File: src/hw/rtl/cllc_pkg.sv
package cllc_pkg;

    // geometry register indexes
    localparam int CFG_IDX_W   = 1;
    localparam int CFG_DATA_W  = 8;
    localparam logic [CFG_IDX_W-1:0] REG_SECTORS_PER_TRACK = 1'b0;
    localparam logic [CFG_IDX_W-1:0] REG_HEAD_COUNT        = 1'b1;

    localparam logic [5:0] SPT_RESET = 6'h3F;
    localparam logic [7:0] HC_RESET  = 8'hFF;

    // operation codes
    localparam logic FUNC_CHS2LBA = 1'b0;
    localparam logic FUNC_LBA2CHS = 1'b1;

    // divider pipeline shape
    localparam int QW       = 32;
    localparam int BPS      = 4;
    localparam int HALF     = QW / BPS;
    localparam int NSTG     = 2 * HALF;
    localparam int JQ_DEPTH = 4;
    localparam int RQ_DEPTH = 2;

    typedef struct packed {
        logic        func;
        logic [31:0] lba_in;
        logic [7:0]  chs_head_in;
        logic [7:0]  chs_sector_in;
        logic [7:0]  chs_cylinder_in;
    } t_in_item;

    typedef struct packed {
        logic signed [24:0] lba_out;
        logic [7:0]         chs_head_out;
        logic [7:0]         chs_sector_out;
        logic [7:0]         chs_cylinder_out;
        logic               geometry_error;
    } t_out_item;

    typedef struct packed {
        logic [5:0] spt;
        logic [7:0] hc;
    } t_geom;

    typedef struct packed {
        logic        func;
        logic [31:0] lba;
        logic [9:0]  cyl;
        logic [5:0]  sec;
        logic [7:0]  head;
    } t_job;

    typedef struct packed {
        logic        vld;
        logic        func;
        logic [31:0] a;
        logic [7:0]  rem1;
        logic [7:0]  rem2;
        logic [24:0] prod;
        logic [9:0]  cyl;
        logic [5:0]  sec;
        logic [7:0]  head;
    } t_stage;

    typedef struct packed {
        logic [31:0] a;
        logic [7:0]  rem;
    } t_dv;

    // four restoring division steps, quotient bits shift in at the bottom
    function automatic t_dv div_step(input logic [31:0] a, input logic [7:0] rem,
                                     input logic [7:0] d);
        t_dv        res;
        logic [31:0] q;
        logic [7:0]  r;
        logic [8:0]  t;
        q = a;
        r = rem;
        for (int i = 0; i < BPS; i++) begin
            t = {r, q[31]};
            q = {q[30:0], 1'b0};
            if (t >= {1'b0, d}) begin
                t    = t - {1'b0, d};
                q[0] = 1'b1;
            end
            r = t[7:0];
        end
        res.a   = q;
        res.rem = r;
        return res;
    endfunction

endpackage

File: src/hw/rtl/chs_lba_address_converter_top.sv
// CHS/LBA address converter. func 0 turns a packed partition-table CHS triple
// into a 25-bit two's complement LBA, func 1 splits a 32-bit LBA into packed
// CHS using the programmed sectors per track and head count (zero geometry
// sets geometry_error). One item is taken per cycle while not full, one result
// leaves per cycle while not empty. The 16-stage divider pipeline (four quotient
// bits a stage, two divisions) sits between the job and result queues. Geometry
// must be written only while idle; the block itself does not enforce it.
module chs_lba_address_converter_top
    import cllc_pkg::*;
(
    input  logic                  i_clk,
    input  logic                  i_rst_n,
    input  logic                  push,
    output logic                  full,
    input  t_in_item              i_in_item,
    output logic                  empty,
    input  logic                  pop,
    output t_out_item             o_out_item,
    input  logic                  i_cfg_wr_en,
    input  logic [CFG_IDX_W-1:0]  i_cfg_idx,
    input  logic [CFG_DATA_W-1:0] i_cfg_data
);
    t_geom     r_geom;
    logic      w_job_vld, w_job_rdy, w_res_vld, w_res_rdy;
    t_job      w_job;
    t_out_item w_res;

    // geometry registers
    always_ff @(posedge i_clk) begin
        if (!i_rst_n) begin
            r_geom.spt <= SPT_RESET;
            r_geom.hc  <= HC_RESET;
        end else if (i_cfg_wr_en) begin
            case (i_cfg_idx)
                REG_SECTORS_PER_TRACK: r_geom.spt <= i_cfg_data[5:0];
                REG_HEAD_COUNT:        r_geom.hc  <= i_cfg_data;
                default: ;
            endcase
        end
    end

    cllc_front u_front (
        .i_clk     (i_clk),
        .i_rst_n   (i_rst_n),
        .push      (push),
        .full      (full),
        .i_in_item (i_in_item),
        .o_job_vld (w_job_vld),
        .o_job     (w_job),
        .i_job_rdy (w_job_rdy)
    );

    cllc_back u_back (
        .i_clk     (i_clk),
        .i_rst_n   (i_rst_n),
        .i_geom    (r_geom),
        .i_job_vld (w_job_vld),
        .i_job     (w_job),
        .o_job_rdy (w_job_rdy),
        .o_res_vld (w_res_vld),
        .o_res     (w_res),
        .i_res_rdy (w_res_rdy)
    );

    cllc_rq u_rq (
        .i_clk      (i_clk),
        .i_rst_n    (i_rst_n),
        .i_wr       (w_res_vld),
        .i_data     (w_res),
        .o_rdy      (w_res_rdy),
        .empty      (empty),
        .pop        (pop),
        .o_out_item (o_out_item)
    );

endmodule

File: src/hw/rtl/cllc_front.sv
module cllc_front
    import cllc_pkg::*;
(
    input  logic     i_clk,
    input  logic     i_rst_n,
    input  logic     push,
    output logic     full,
    input  t_in_item i_in_item,
    output logic     o_job_vld,
    output t_job     o_job,
    input  logic     i_job_rdy
);
    localparam int PW = $clog2(JQ_DEPTH);

    t_job             r_mem [JQ_DEPTH];
    logic [PW-1:0]    r_wp, r_rp;
    logic [PW:0]      r_cnt;
    t_job             w_job;
    logic             w_wr, w_rd;

    // unpack the chs bytes into cylinder and sector
    always_comb begin
        w_job.func = i_in_item.func;
        w_job.lba  = i_in_item.lba_in;
        w_job.cyl  = {i_in_item.chs_sector_in[7:6], i_in_item.chs_cylinder_in};
        w_job.sec  = i_in_item.chs_sector_in[5:0];
        w_job.head = i_in_item.chs_head_in;
    end

    assign full      = (r_cnt == (PW+1)'(JQ_DEPTH));
    assign o_job_vld = (r_cnt != '0);
    assign o_job     = r_mem[r_rp];
    assign w_wr      = push && !full;
    assign w_rd      = o_job_vld && i_job_rdy;

    // job queue storage
    always_ff @(posedge i_clk) begin
        if (w_wr) begin
            r_mem[r_wp] <= w_job;
        end
    end

    // job queue pointers
    always_ff @(posedge i_clk) begin
        if (!i_rst_n) begin
            r_wp  <= '0;
            r_rp  <= '0;
            r_cnt <= '0;
        end else begin
            if (w_wr) r_wp <= r_wp + 1'b1;
            if (w_rd) r_rp <= r_rp + 1'b1;
            r_cnt <= r_cnt + (PW+1)'(w_wr) - (PW+1)'(w_rd);
        end
    end

endmodule

File: src/hw/rtl/cllc_back.sv
module cllc_back
    import cllc_pkg::*;
(
    input  logic      i_clk,
    input  logic      i_rst_n,
    input  t_geom     i_geom,
    input  logic      i_job_vld,
    input  t_job      i_job,
    output logic      o_job_rdy,
    output logic      o_res_vld,
    output t_out_item o_res,
    input  logic      i_res_rdy
);
    t_stage r_st [NSTG];
    t_stage n_st [NSTG];
    t_stage w_in;
    logic   w_en;
    logic [5:0] w_s;

    // whole pipeline moves when the last stage can drain
    assign w_en      = !r_st[NSTG-1].vld || i_res_rdy;
    assign o_job_rdy = w_en;

    always_comb begin
        w_in.vld  = i_job_vld;
        w_in.func = i_job.func;
        w_in.a    = i_job.lba;
        w_in.rem1 = '0;
        w_in.rem2 = '0;
        w_in.prod = '0;
        w_in.cyl  = i_job.cyl;
        w_in.sec  = i_job.sec;
        w_in.head = i_job.head;
    end

    // per stage: division steps, plus the forward multiply in the first two
    for (genvar k = 0; k < NSTG; k++) begin : g_stg
        t_stage w_src;
        t_dv    w_dv;
        if (k == 0) begin : g_first
            assign w_src = w_in;
        end else begin : g_next
            assign w_src = r_st[k-1];
        end
        always_comb begin
            n_st[k] = w_src;
            if (k < HALF) begin
                w_dv         = div_step(w_src.a, w_src.rem1, {2'b00, i_geom.spt});
                n_st[k].rem1 = w_dv.rem;
            end else begin
                w_dv         = div_step(w_src.a, w_src.rem2, i_geom.hc);
                n_st[k].rem2 = w_dv.rem;
            end
            n_st[k].a = w_dv.a;
            if (k == 0) begin
                n_st[k].prod = 25'(w_src.cyl * i_geom.hc) + 25'(w_src.head);
            end else if (k == 1) begin
                n_st[k].prod = 25'(w_src.prod[18:0] * i_geom.spt) + 25'(w_src.sec)
                               - 25'd1;
            end
        end
        always_ff @(posedge i_clk) begin
            if (!i_rst_n) begin
                r_st[k].vld <= 1'b0;
            end else if (w_en) begin
                r_st[k] <= n_st[k];
            end
        end
    end

    // pack the result item
    assign w_s = r_st[NSTG-1].rem1[5:0] + 6'd1;
    always_comb begin
        o_res = '0;
        if (r_st[NSTG-1].func == FUNC_CHS2LBA) begin
            o_res.lba_out = r_st[NSTG-1].prod;
        end else if (i_geom.spt == '0 || i_geom.hc == '0) begin
            o_res.geometry_error = 1'b1;
        end else begin
            o_res.chs_head_out     = r_st[NSTG-1].rem2;
            o_res.chs_sector_out   = {r_st[NSTG-1].a[9:8], w_s};
            o_res.chs_cylinder_out = r_st[NSTG-1].a[7:0];
        end
    end
    assign o_res_vld = r_st[NSTG-1].vld;

endmodule

File: src/hw/rtl/cllc_rq.sv
module cllc_rq
    import cllc_pkg::*;
(
    input  logic      i_clk,
    input  logic      i_rst_n,
    input  logic      i_wr,
    input  t_out_item i_data,
    output logic      o_rdy,
    output logic      empty,
    input  logic      pop,
    output t_out_item o_out_item
);
    localparam int PW = $clog2(RQ_DEPTH);

    t_out_item     r_mem [RQ_DEPTH];
    logic [PW-1:0] r_wp, r_rp;
    logic [PW:0]   r_cnt;
    logic          w_wr, w_rd;

    assign o_rdy      = (r_cnt != (PW+1)'(RQ_DEPTH));
    assign empty      = (r_cnt == '0);
    assign o_out_item = r_mem[r_rp];
    assign w_wr       = i_wr && o_rdy;
    assign w_rd       = pop && !empty;

    // result storage
    always_ff @(posedge i_clk) begin
        if (w_wr) begin
            r_mem[r_wp] <= i_data;
        end
    end

    // result pointers
    always_ff @(posedge i_clk) begin
        if (!i_rst_n) begin
            r_wp  <= '0;
            r_rp  <= '0;
            r_cnt <= '0;
        end else begin
            if (w_wr) r_wp <= r_wp + 1'b1;
            if (w_rd) r_rp <= r_rp + 1'b1;
            r_cnt <= r_cnt + (PW+1)'(w_wr) - (PW+1)'(w_rd);
        end
    end

`ifndef SYNTHESIS
    a_cnt_bound: assert property (@(posedge i_clk) disable iff (!i_rst_n)
        r_cnt <= (PW+1)'(RQ_DEPTH)) else $error("result queue overflow");
    a_no_drop: assert property (@(posedge i_clk) disable iff (!i_rst_n)
        (i_wr && !o_rdy) |=> i_wr) else $error("result dropped while queue full");
    a_cnt_up: assert property (@(posedge i_clk) disable iff (!i_rst_n)
        (w_wr && !w_rd) |=> r_cnt == $past(r_cnt) + 1'b1)
        else $error("result count did not advance");
`endif

endmodule

File: config.mk
export PLATFORM = sky130hd
export DESIGN_NAME = chs_lba_address_converter_top
export DESIGN_NICKNAME = d
export VERILOG_FILES = /design/src/hw/rtl/cllc_pkg.sv /design/src/hw/rtl/chs_lba_address_converter_top.sv /design/src/hw/rtl/cllc_front.sv /design/src/hw/rtl/cllc_back.sv /design/src/hw/rtl/cllc_rq.sv
export SDC_FILE = /design/constraint.sdc
export NUM_CORES = 2
export LEC_CHECK = 0
export ABC_AREA = 1
export ABC_CLOCK_PERIOD_IN_PS = 47000
export BUFFER_PORTS_ARGS = -buffer_cell sky130_fd_sc_hd__buf_4
export CAP_MARGIN = 20
export CORE_ASPECT_RATIO = 1.4
export CORE_UTILIZATION = 45
export CTS_BUF_LIST = sky130_fd_sc_hd__clkbuf_16
export DETAILED_ROUTE_END_ITERATION = 7
export PLACE_DENSITY = 0.7
export REMOVE_ABC_BUFFERS = 1
export SYNTH_ARGS = -nofsm -noshare
export SYNTH_HDL_FRONTEND = slang
export SYNTH_SLANG_ARGS = --single-unit
File: constraint.sdc
create_clock -name i_clk -period 47 [get_ports i_clk]
set_input_delay 2.35 -clock i_clk [delete_from_list [all_inputs] [get_ports i_clk]]
set_output_delay 2.35 -clock i_clk [all_outputs]
set_load 0.005 [all_outputs]
After elaboration in Yosys (flattened, before gate mapping)
Memory sizes are Yosys's and may differ from the RTL's. A register that Yosys moved wholly into a read port is not among the register bits.
Index checks and enable logic that the tools add are counted.
Word-level totals
  flip-flop bits (word level): 25
  memory bits (writable): 1912
  input port bits: 71
  output and inout bits: 52
  logic and storage cells: 347
  memories kept: 3
Memory list
  u_back.r_st: depth 16, bits a word 99, read ports 16, clocked after Yosys merged registers in 0, wr ports 16, line cllc_back.sv:14  | t_stage r_st [NSTG];
  u_front.r_mem: depth 4, bits a word 57, read ports 1, clocked after Yosys merged registers in 1, wr ports 1, line cllc_front.sv:15  | t_job r_mem [JQ_DEPTH];
  u_rq.r_mem: depth 2, bits a word 50, read ports 1, clocked after Yosys merged registers in 1, wr ports 1, line cllc_rq.sv:15  | t_out_item r_mem [RQ_DEPTH];
Cells by class
  add/sub/neg operators: 76
  multipliers: 2
  $lt $le $gt $ge: 64
  equal/unequal tests: 2
  multiplexer cells: 160
  bitwise logic cells: 17
  reduce and logical (&&, ||, !) cells: 15
Operator list (count)
  $mux W8: 64
  $ge A9 B8 Y1: 32
  $ge A9 B6 Y1: 31
  $sub A8 B8 Y8: 32
  $sub A8 B6 Y8: 31
  $mux W1: 91
  $mux W25: 2
  $add A25 B6 Y25: 1
  $mul A19 B6 Y25: 1
  $sub A25 B1 Y25 const B: 1
  $mux W24: 1
  $add A18 B8 Y19: 1
  $mul A10 B8 Y18: 1
  $or A1 B1 Y1: 16
  $logic_not A8 Y1: 1
  $sub A1 B6 Y7: 1
  $add A6 B1 Y6 const B: 1
  $ge A1 B6 Y1: 1
  $logic_not A6 Y1: 1
  $add A2 B1 Y2 const B: 2
  $logic_and A1 B1 Y1: 4
  $mux W2: 2
  $reduce_and A2 Y1: 2
  $add A3 B1 Y3: 1
  11 further kinds: 15

Logic depth before layout (Yosys ltp)
An unclocked memory read counts as a cell.
  word-level depth: 9
  gate-level depth with buffers: 56
  depth with buffers taken out: 53

Hierarchy
From an unflattened synthesis, not the netlist that was laid out.
Second synthesis, totals
  cells, all modules: 6983
  area total of the unflattened synthesis: 75407.3 um2
By module, submodules not included
  cllc_back: instances 1, cells an instance 6110, area each 61849.3 um2, sequential area each 29778.6 um2
  cllc_front: instances 1, cells an instance 617, area each 8917.3 um2, sequential area each 7026.7 um2
  cllc_rq: instances 1, cells an instance 193, area each 4108.9 um2, sequential area each 3103.0 um2
  chs_lba_address_converter_top: instances 1, cells an instance 63, area each 531.8 um2, sequential area each 280.3 um2

Worst setup path after synthesis
No wires, ideal clock.
  kind: input port to flip-flop
  start point: input i_rst_n
  end point: memory u_back.r_st[0][10] in the netlist's numbering (enable)
  arrival time: 21.433 ns
  required time: 45.690 ns
  path slack: 24.257 ns
  stages on the path: 3
  path through: clkbuf_1 nand2_1 inv_1
RTL lines
  start: declaration: line chs_lba_address_converter_top.sv:12  | input logic i_rst_n,
  end: declaration: line cllc_back.sv:14

==> run_results.csv <==
group,metric,value,unit
clock_tree,clkSinkCount,1348,
setup_path,cp_data_required_time,47650,ps
global_route,groute.usage.overall,17.90,%
cells_and_area,final_layout_size_suffix_gt1_share,8.537,%
timing,clock.fmax,102.8,MHz
synth,asyncSetResetFlopFracSynth,0,%
timing,finalCritPeriodShare,20.69,%
global_route,antenna_found_initial,5,
setup_path,critPathMaxFanout,29,
setup_path,cp.arrival,10370,ps
synth,post_synth_inst_count,6959,
floorplanning,core,0.1645,mm²
setup_path,crit_path_frequent_cell,"sky130_fd_sc_hd__nand2_1",
detailed_routing,route.detailed.wl_per_inst,15.99,µm
clock_tree,tritoncts,"built",
detailed_routing,post-route-drc-count,0,
timing,finalSetupTns,0,ps
cells_and_area,design_area,0.08293,mm²
setup_path,reg2reg_from,"r_geom[1]",
synth,synth_adder_area_share,14.61,%
detailed_routing,drt_pass1_iterations,7,
synth,post_synth_xor_area_fraction,3.704,%
setup_path,max_stage_delay,500,ps
clock_tree,cts-hold-fix-buffers,0,
global_route,globalRoute.totalOverflow,0,
floorplanning,die-height,484.2,µm
clock_tree,cts_root_buf,"sky130_fd_sc_hd__clkbuf_16",
timing,clock_skew,38.88,ps
clock_tree,maximum_level_of_the_cts_h_tree,4,
detailed_routing,first_iter_violations,2909,
setup_path,crit_family,"simple AND/OR/NAND/NOR gates",
synth,synth_area,0.07473,mm²
clock_tree,clockBufferDepth,3,
clock_tree,clk_pin_slew,60,ps
detailed_routing,viasPerCell,5.183,
clock_tree,clock_buffers_created_by_tritoncts,135,
placed_design,post_dp_cell_area,0.07834,mm²
setup_path,crit_start,"r_geom[1]",
floorplanning,dieArea,0.1677,mm²
clock_tree,postCtsResizedCells,0,
hold_path,hp-start,"u_back.r_st[0][334]",
synth,postSynthAreaPerCell,10.74,µm²
synth,ys_seq_elements,1348,
detailed_routing,antenna_left,0,
global_route,grt_pass1_vias,49080,
clock_tree,insertion_delay,790,ps
synth,portion_of_the_post_synthesis_area_used_by_sequential_elements,53.78,%
timing,period_needed,9724,ps
clock_tree,number_of_buffers_inserted_to_repair_setup_after_cts,0,
placed_design,post-dp-hpwl,107.7,mm
global_route,grt_max_degree,218,
timing,rsz0062_at_grt,"no",
detailed_routing,wirelength,150.5,mm
setup_path,endpoint_kind,"flop",
setup_path,crit_path_top_delay_cell,"sky130_fd_sc_hd__buf_4",
setup_path,timing.critical_path.buf_inv,8,
synth,mux_cell_area_share_after_synthesis,0.8137,%
synth,synth_flop_cell,"sky130_fd_sc_hd__edfxtp_1",
floorplanning,placement_rows,176,
synth,synth.yosys.warnings,0,
setup_path,critical_path_class,"reg2reg",
timing,relative_slew_slack,24.27,%
timing,tightest_slew,1136,ps
placed_design,io_buffer_count,122,
detailed_routing,num_vias,48780,
synth,synth_top_family_by_area,"adder cells",
setup_path,setup.worst_path.start_class,"flop",
floorplanning,initial_utilization,45.43,%
placed_design,finalWeightedCongestion,0.8902,
cells_and_area,final_nets,7994,
floorplanning,io_pins,123,
synth,netlist-cell-type-count,69,
synth,fraction_of_the_mapped_netlist_area_in_compound_gates,7.712,%
run,maxCapViolations,0,
synth,synth_enable_flop_cells,1319,
synth,yosys.area_share.simple,13.98,%
timing,report.final.setup_viol,0,
hold_path,timing.hold.worst.class,"reg2reg",
floorplanning,die_w,346.4,µm
timing,hold_viol,0,
timing,timing.final.max_slew_violations,0,
run_status,outcome,"complete, no violations",
global_route,grt_first_pass_wirelength,242.9,mm
cells_and_area,synthToLayoutAreaGrowth,10.97,%
[per-layer routing]
metal	global-route usage, %	part of all wire, %	vias up
met3	2.868	4.1	316
met2	32.86	52	1014
met5	0	0.031	-
li1	-	-	24250
met4	7.182	3.1	6
met1	20.59	41	23190
[cells in the final DEF (no fill, tap or decap), types with 44 or more instances in the layout]
cell type / n
sky130_fd_sc_hd__mux2_2: 54
sky130_fd_sc_hd__ha_1: 559
sky130_fd_sc_hd__xor2_1: 212
sky130_fd_sc_hd__buf_4: 174
sky130_fd_sc_hd__clkbuf_16: 136
sky130_fd_sc_hd__inv_1: 952
sky130_fd_sc_hd__xnor2_1: 104
sky130_fd_sc_hd__or2_2: 44
sky130_fd_sc_hd__fa_1: 196
sky130_fd_sc_hd__a21oi_1: 397
sky130_fd_sc_hd__nand4_1: 93
sky130_fd_sc_hd__nor2_1: 456
sky130_fd_sc_hd__edfxtp_1: 1319
sky130_fd_sc_hd__nand3_1: 242
sky130_fd_sc_hd__nand2_1: 1361
sky130_fd_sc_hd__nor3_1: 47
sky130_fd_sc_hd__o21ai_0: 390
[cell families (layout without fill, tap and decap cells)]
group	after synthesis	after routing
and+or+nand+nor	2398	2398
DFF	1348	1348
buffers and inverters	1056	1371
AOI/OAI and AO/OA	1032	1032
adders and majority gates	755	755
xor gates and xnor gates	316	316
muxes	54	54
other	0	1
[through the flow]
step	hold slack, ps	worst slack, ps	instances	util, %
2_1_floorplan	400.3	24300	6854	-
3_3_place_gp	400.2	37690	9165	47.61
3_5_place_dp	404.5	37420	9166	47.63
4_1_cts	385.0	37350	9409	50.40
5_1_grt	379.4	36300	9411	50.41
6_report	386.2	37280	9411	50.41
[area by class of cell]
class / count / area [µm²]
clock inverter: 107 / 1154
antenna: 1 / 2.502
timing repair buffer: 177 / 1374
multi-input combinational: 4555 / 30550
fill: 14280 / 81570
tap: 2136 / 2673
clock buffer: 136 / 3403
sequential: 1348 / 40200
inverter: 951 / 3577
[registers in the layout, summed over array words and instances (netlist names), named ones only]
name and count:
u_rq.r_wp 1, u_front.r_cnt 3, u_rq.r_rp 1, u_front.r_mem 228, u_back.r_st 992, u_front.r_rp 2
u_front.r_wp 2, u_rq.r_mem 100, r_geom 14, u_rq.r_cnt 2
[cell usage after synthesis, types with 7 or more instances]
| cell | n | area share [%] |
|---|---|---|
| sky130_fd_sc_hd__o21ai_1 | 18 | 0.12 |
| sky130_fd_sc_hd__o22ai_1 | 37 | 0.31 |
| sky130_fd_sc_hd__nor2_1 | 462 | 2.3 |
| sky130_fd_sc_hd__and2_1 | 12 | 0.10 |
| sky130_fd_sc_hd__nand2_2 | 24 | 0.20 |
| sky130_fd_sc_hd__nand3_1 | 242 | 1.6 |
| sky130_fd_sc_hd__nand2_4 | 7 | 0.11 |
| sky130_fd_sc_hd__fa_1 | 196 | 5.3 |
| sky130_fd_sc_hd__nor2_4 | 13 | 0.20 |
| sky130_fd_sc_hd__nand2_1 | 1361 | 6.8 |
| sky130_fd_sc_hd__mux2_2 | 54 | 0.81 |
| sky130_fd_sc_hd__ha_1 | 559 | 9.4 |
| sky130_fd_sc_hd__xor2_1 | 212 | 2.5 |
| sky130_fd_sc_hd__a21oi_1 | 397 | 2.7 |
| sky130_fd_sc_hd__o21bai_1 | 37 | 0.37 |
| sky130_fd_sc_hd__inv_1 | 937 | 4.7 |
| sky130_fd_sc_hd__o21a_1 | 16 | 0.16 |
| sky130_fd_sc_hd__nand3_2 | 11 | 0.15 |
| sky130_fd_sc_hd__a21o_1 | 28 | 0.28 |
| sky130_fd_sc_hd__buf_2 | 24 | 0.16 |
| sky130_fd_sc_hd__o21ai_0 | 390 | 2.6 |
| sky130_fd_sc_hd__o211ai_1 | 26 | 0.26 |
| sky130_fd_sc_hd__clkbuf_1 | 66 | 0.33 |
| sky130_fd_sc_hd__a31oi_1 | 19 | 0.16 |
| sky130_fd_sc_hd__nor2_2 | 17 | 0.14 |
| sky130_fd_sc_hd__nand4_2 | 7 | 0.12 |
| sky130_fd_sc_hd__nor4_1 | 14 | 0.12 |
| sky130_fd_sc_hd__a211oi_1 | 14 | 0.14 |
| sky130_fd_sc_hd__edfxtp_1 | 1319 | 53 |
| sky130_fd_sc_hd__inv_2 | 14 | 0.070 |
| sky130_fd_sc_hd__dfxtp_1 | 29 | 0.78 |
| sky130_fd_sc_hd__nand4_1 | 93 | 0.78 |
| sky130_fd_sc_hd__nor3_1 | 47 | 0.31 |
| sky130_fd_sc_hd__or2_2 | 44 | 0.37 |
| sky130_fd_sc_hd__or2_1 | 7 | 0.059 |
| sky130_fd_sc_hd__nand3b_1 | 16 | 0.16 |
| sky130_fd_sc_hd__xnor2_1 | 104 | 1.2 |
| sky130_fd_sc_hd__a32o_1 | 10 | 0.13 |
[final timing paths]
check | cells past startpoint | to | slack [ps]
worst max-delay path | 51 | u_back.r_st[1][743] | 37280
worst min-delay path | 0 | u_back.r_st[0][433] | 390
worst max register to register | 51 | u_back.r_st[1][743] | 37280
worst min register to register | 0 | u_back.r_st[0][433] | 390
Power is left out: the tool's default activity adds up to more than one toggle a clock period on the data nets, which glitch-free logic cannot reach.
